**config.mk**
```make
export PLATFORM = sky130hd
export DESIGN_NAME = gbsi_mul
export DESIGN_NICKNAME = d
export VERILOG_FILES = /design/src/design/gbsi_pkg.sv /design/src/design/gbsi_mul.sv
export SDC_FILE = /design/constraint.sdc
export NUM_CORES = 2
export LEC_CHECK = 0
export BUFFER_PORTS_ARGS = -buffer_cell sky130_fd_sc_hd__buf_2
export CORE_ASPECT_RATIO = 0.5
export CORE_MARGIN = 3
export CORE_UTILIZATION = 43
export DETAILED_ROUTE_END_ITERATION = 10
export SYNTH_ARGS = -nofsm -noshare
export SYNTH_HDL_FRONTEND = slang
export SYNTH_SLANG_ARGS = --single-unit
```
**constraint.sdc**
```tcl
create_clock -name clk -period 12.09 [get_ports clk]
set_clock_uncertainty 0.05 [all_clocks]
set_input_delay 1.209 -clock clk [delete_from_list [all_inputs] [get_ports clk]]
set_output_delay 1.209 -clock clk [all_outputs]
set_load 0.005 [all_outputs]
```
**src/design/gbsi_pkg.sv**
```systemverilog
// Shared types, widths and command codes of the bilinear grid sampler.
// No dependencies; the top level and gbsi_mul use this package.
package gbsi_pkg;

    localparam int SAMPLE_W = 32;
    localparam int FRAC_W   = 16;
    localparam int IDX_W    = 8;
    localparam int ADDR_W   = 2 * IDX_W;
    localparam int DEPTH    = 1 << ADDR_W;
    localparam int CNT_W    = IDX_W + 1;
    localparam int OP_W     = 64;
    localparam int HALF_W   = OP_W / 2;
    localparam int ACC_W    = 2 * OP_W;
    localparam int QF_W     = ACC_W - FRAC_W;
    localparam int Q_W      = 49;
    localparam int T_W      = Q_W + 1;
    localparam int W_W      = T_W + 1;
    localparam int WO_W     = W_W + 1;
    localparam int SUM_W    = SAMPLE_W + 2;

    localparam logic [2:0] CMD_LOAD   = 3'd0;
    localparam logic [2:0] CMD_READ   = 3'd1;
    localparam logic [2:0] CMD_INTERP = 3'd2;
    localparam logic [2:0] CMD_ADD    = 3'd3;
    localparam logic [2:0] CMD_SET    = 3'd4;

    localparam logic [2:0] CFG_ORIGIN_Z = 3'd0;
    localparam logic [2:0] CFG_ORIGIN_X = 3'd1;
    localparam logic [2:0] CFG_INV_Z    = 3'd2;
    localparam logic [2:0] CFG_INV_X    = 3'd3;
    localparam logic [2:0] CFG_ROWS     = 3'd4;
    localparam logic [2:0] CFG_COLS     = 3'd5;

    typedef struct packed {
        logic            start;
        logic            neg;
        logic [OP_W-1:0] ua;
        logic [OP_W-1:0] ub;
    } mul_req_t;

    typedef struct packed {
        logic                       done;
        logic [Q_W-1:0]             q;
        logic signed [SAMPLE_W-1:0] val;
        logic                       flag;
    } mul_rsp_t;

endpackage

```
**src/design/gbsi_mul.sv**
```systemverilog
// Multi-cycle signed-magnitude multiplier: four 32x32 partial products, then
// a floor shift by the fraction width with 32-bit saturation. Uses gbsi_pkg.
module gbsi_mul (
    input  logic              clk,
    input  logic              rst_n,
    input  gbsi_pkg::mul_req_t req,
    output gbsi_pkg::mul_rsp_t rsp
);

    logic                         busy_reg;
    logic [2:0]                   cnt_reg;
    logic                         neg_reg;
    logic [gbsi_pkg::OP_W-1:0]    ua_reg;
    logic [gbsi_pkg::OP_W-1:0]    ub_reg;
    logic [gbsi_pkg::ACC_W-1:0]   acc_reg;
    logic                         done_reg;
    logic [gbsi_pkg::Q_W-1:0]     q_reg;
    logic signed [gbsi_pkg::SAMPLE_W-1:0] val_reg;
    logic                         flag_reg;

    logic [gbsi_pkg::HALF_W-1:0]  ah;
    logic [gbsi_pkg::HALF_W-1:0]  bh;
    logic [gbsi_pkg::OP_W-1:0]    pp;
    logic [1:0]                   sh;
    logic [gbsi_pkg::ACC_W-1:0]   pp_ext;
    logic [gbsi_pkg::QF_W-1:0]    qf;
    logic                         inc;
    logic                         sat_pos;
    logic                         sat_neg;
    logic [gbsi_pkg::SAMPLE_W-1:0] qlo;

    always_comb
    begin
        ah = cnt_reg[0] ? ua_reg[gbsi_pkg::OP_W-1:gbsi_pkg::HALF_W]
                        : ua_reg[gbsi_pkg::HALF_W-1:0];
        bh = cnt_reg[1] ? ub_reg[gbsi_pkg::OP_W-1:gbsi_pkg::HALF_W]
                        : ub_reg[gbsi_pkg::HALF_W-1:0];
        pp = ah * bh;
        sh = {1'b0, cnt_reg[0]} + {1'b0, cnt_reg[1]};
        case (sh)
            2'd0:    pp_ext = {{gbsi_pkg::OP_W{1'b0}}, pp};
            2'd1:    pp_ext = {{gbsi_pkg::HALF_W{1'b0}}, pp, {gbsi_pkg::HALF_W{1'b0}}};
            default: pp_ext = {pp, {gbsi_pkg::OP_W{1'b0}}};
        endcase
        inc = neg_reg && (acc_reg[gbsi_pkg::FRAC_W-1:0] != '0);
        qf  = acc_reg[gbsi_pkg::ACC_W-1:gbsi_pkg::FRAC_W] + {{(gbsi_pkg::QF_W-1){1'b0}}, inc};
        qlo = qf[gbsi_pkg::SAMPLE_W-1:0];
        sat_pos = (qf[gbsi_pkg::QF_W-1:gbsi_pkg::SAMPLE_W-1] != '0);
        sat_neg = (qf[gbsi_pkg::QF_W-1:gbsi_pkg::SAMPLE_W] != '0)
               || (qf[gbsi_pkg::SAMPLE_W-1] && (qf[gbsi_pkg::SAMPLE_W-2:0] != '0));
    end

    always_ff @(posedge clk or negedge rst_n)
    begin
        if (!rst_n)
        begin
            busy_reg <= 1'b0;
            cnt_reg  <= '0;
            done_reg <= 1'b0;
        end
        else
        begin
            done_reg <= 1'b0;
            if (req.start)
            begin
                busy_reg <= 1'b1;
                cnt_reg  <= '0;
            end
            else if (busy_reg)
            begin
                if (cnt_reg == 3'd4)
                begin
                    busy_reg <= 1'b0;
                    done_reg <= 1'b1;
                end
                else
                begin
                    cnt_reg <= cnt_reg + 3'd1;
                end
            end
        end
    end

    always_ff @(posedge clk)
    begin
        if (req.start)
        begin
            neg_reg <= req.neg;
            ua_reg  <= req.ua;
            ub_reg  <= req.ub;
            acc_reg <= '0;
        end
        else if (busy_reg)
        begin
            if (cnt_reg == 3'd4)
            begin
                q_reg <= qf[gbsi_pkg::Q_W-1:0];
                if (neg_reg)
                begin
                    flag_reg <= sat_neg;
                    val_reg  <= sat_neg ? {1'b1, {(gbsi_pkg::SAMPLE_W-1){1'b0}}}
                                        : $signed(-qlo);
                end
                else
                begin
                    flag_reg <= sat_pos;
                    val_reg  <= sat_pos ? {1'b0, {(gbsi_pkg::SAMPLE_W-1){1'b1}}}
                                        : $signed(qlo);
                end
            end
            else
            begin
                acc_reg <= acc_reg + pp_ext;
            end
        end
    end

    assign rsp = {done_reg, q_reg, val_reg, flag_reg};

endmodule
```
==> results by group <==
Clock network
  – Max H-tree Level: 2
  – Skew-Pair Late Insertion Delay: approximately 650 ps
  – Number of hold buffers added after cts: 0
  – CTS Root Cell: clkbuf_16
  – Clk buf depth: 3
  – Clock Pin Slew Worst Setup and Hold Paths: about 90 ps
  – Clock Sink Count: roughly 340
  – CTS tree: built
  – CTS Buf Count: 40

Final layout
  – Final #Nets: roughly 9,000
  – Fillers: approximately 12,000
  – Multi-input combinational cell area: around 44,000 sq um
  – Total area of sequential cells: between 9000 and 10,000 sq um
  – Design Area, Final: about 70,000 sq um
  – Area grow syn2layout: 22.31%
  – Layout cells sized above 1: 0.2073
  – Max reg flops: between 100 and 150

STA
  – Slew Limit Fails: 0
  – Crit share post-route: 0.9829
  – Final setup vio count: 0
  – Setup TNS: 0 ps
  – Minimum clock period: around 12,000 ps
  – Max_slew headroom: 0.2016
  – Highest clock rate: 84.15 MHz
  – Final hold slack: 379.5 ps
  – Final Hold Fails: 0
  – Worst-Margin Slew: between 1000 and 1500 ps
  – Worst setup margin: ~210 ps

Run
  – Max_cap viols: 0

Setup path
  – RR Startpoint: cnt_reg[1]
  – WP data arrival: 12,330 ps
  – Slowest-stage cell, CP: fa_2
  – CP Max Fanout: 7
  – Worst reg2reg path endpoint: acc_reg[124]
  – Worst reg-to-reg path cell count: 48
  – Max stage delay on crit path: about 640 ps
  – Critical path type: register to register
  – Startpoint types: register
  – Most frequent CP cell: buf_4
  – Worst EP required: ~13,000 ps
  – R2R Setup Slk: between 200 and 250 ps
  – Critical Path Sink Type: register

Global routing
  – M3 GR Usage: 0.07432
  – First-pass GRT wire length: between 300 and 400 mm
  – Met1 Use GR: 0.4698
  – Vias in the first global route: roughly 51,000
  – Tot GR Track Use: 0.3190
  – Initial antenna violation count: 3
  – Largest net degree at the start of global routing: 73
  – GRT Residual Overflow: 0
  – GRT met2 Usage: 0.4681
  – GR peak layer: met1

Yosys
  – Average cell area after synthesis: 8.532 sq um
  – YS warnings: 0
  – Syn Nets: just over 8,000
  – Post-synthesis cell type count: 84
  – Synth top cells by count: inv_1, fa_1, nand2_1
  – Seq/Total Area, Yosys: 0.1581
  – Synthesized instance count: between 6,000 and 7,000
  – Cell area after synthesis: 57,070 sq um
  – Most common cell in the netlist: inv_1
  – Post-synth EDFFs: 211
  – Synth area leaders: fa_1, edfxtp_1, ha_1
  – Share of the synthesized area in the top cell type: 0.3147
  – Synth async-reset ratio: 0.01453
  – Main synth FF type: edfxtp_1
  – Post-synthesis sequential element count: around 340
  – Synth area leader: fa_1

Routing
  – Residual DRC: 0
  – DR vias: between 50,000 and 60,000
  – First-iteration detailed-routing DRC count: 5,295
  – DR vias/cell: about 5.5
  – Post-route ant nets: 0
  – Final WL: 220.3 mm
  – Avg WL per Cell: around 24 microns
  – TritonRoute pass-1 iters: 6

Floorplan
  – Starting density of the core: 0.4383
  – Die area: around 140,000 sq um
  – Die Ht: between 200 and 300 microns
  – Rows: slightly above 90
  – Die width: between 500 and 600 microns
  – IO Pins: approximately 220
  – Core Area: around 130,000 sq um

Hold path
  – Min-Delay Path Class: primary input to async pin

Run status
  – Outcome: complete, no violations

Placement
  – Area post-placement: ~67,000 sq um
  – RD Place Congestion: about 1.0
  – Dpl ws: -818.8 ps
  – Post-DP HPWL: approximately 190 mm
  – PortBufs: ~210
## critical path, delay by kind of cell (launching register included)
family                   cells  cell delay, ps
adder cells (fa/ha/maj)     10            4750
flip-flops                   1             550
XOR/XNOR                     1             160
buffers and inverters       16            2110
AO/OA/AOI/OAI               11            2150
multiplexers                 1             180
AND/OR/NAND/NOR              9            1730
## layout by cell type, fill, tap and decap left out, types with 18 or more instances in the layout
| cell | n |
|---|---|
| inv_1 | 1021 |
| buf_4 | 876 |
| fa_1 | 874 |
| nand2_1 | 853 |
| nor2_1 | 764 |
| ha_1 | 372 |
| a21oi_1 | 352 |
| o21ai_0 | 216 |
| buf_2 | 213 |
| edfxtp_1 | 211 |
| xnor2_1 | 144 |
| dfxtp_1 | 128 |
| nand4_1 | 105 |
| xor2_1 | 105 |
| nand3_1 | 96 |
| a21o_1 | 93 |
| o21bai_1 | 64 |
| nor3_1 | 62 |
| and2_1 | 59 |
| mux2_2 | 57 |
| buf_12 | 53 |
| and3_1 | 51 |
| clkbuf_16 | 46 |
| o21ai_1 | 43 |
| o21a_1 | 39 |
| a31oi_1 | 35 |
| nor4_1 | 34 |
| mux2i_2 | 28 |
| or3_1 | 28 |
| nand2b_1 | 28 |
| nor2_2 | 23 |
| fa_2 | 23 |
| and4_1 | 21 |
| ha_4 | 20 |
| mux2i_4 | 19 |
| a211oi_1 | 19 |
| a21oi_2 | 18 |
## logic make-up after synthesis
| family | count (synthesis) | share of synthesized area |
|---|---|---|
| XOR/XNOR | 263 | 0.04036 |
| adder cells (fa/ha/maj) | 1293 | 0.4015 |
| multiplexers | 126 | 0.02346 |
| buffers and inverters | 1371 | 0.09094 |
| AO/OA/AOI/OAI | 1074 | 0.1150 |
| flip-flops | 344 | 0.1581 |
| AND/OR/NAND/NOR | 2218 | 0.1706 |
## worst max path at each step
stage,startpoint,end,slack [ps]
2_1_floorplan,cnt_reg[0],acc_reg[124],7
3_3_place_gp,cnt_reg[0],acc_reg[124],-930
3_5_place_dp,cnt_reg[0],acc_reg[124],-820
4_1_cts,cnt_reg[0],acc_reg[124],-80
5_1_grt,cnt_reg[1],acc_reg[95],-80
6_report,cnt_reg[1],acc_reg[124],210
## stage by stage
step / cells / util
2_1_floorplan: 6689 / -
3_3_place_gp: 9220 / 0.5124
3_5_place_dp: 9220 / 0.5124
4_1_cts: 9308 / 0.5259
5_1_grt: 9337 / 0.5360
6_report: 9341 / 0.5361
## layout make-up
type / count / area share
inverter: 1030 / 0.05544
clock inverter: 25 / 0.004159
tap: 1757 / 0.03149
antenna: 4 / 0.0001434
clock buffer: 48 / 0.01552
timing repair buffer: 1159 / 0.1285
sequential: 344 / 0.1294
multi-input combinational: 4974 / 0.6353
## what timing repair did
item,CTS,global route
buffers inserted,15,25
gates resized for setup,56,212
endpoints found under the hold margin,0,0
gates cloned,0,4
endpoints found under the setup margin,61,64
pin swaps,9,109
## layer usage
metal  routed length, microns  share of wire
met1                    97470           0.44
met2                    92660           0.42
met3                    23140           0.11
met4                     7027          0.032
met5                       13       0.000059
Power is left out: the tool's default activity adds up to more than one toggle a clock period on the data nets, which glitch-free logic cannot reach.
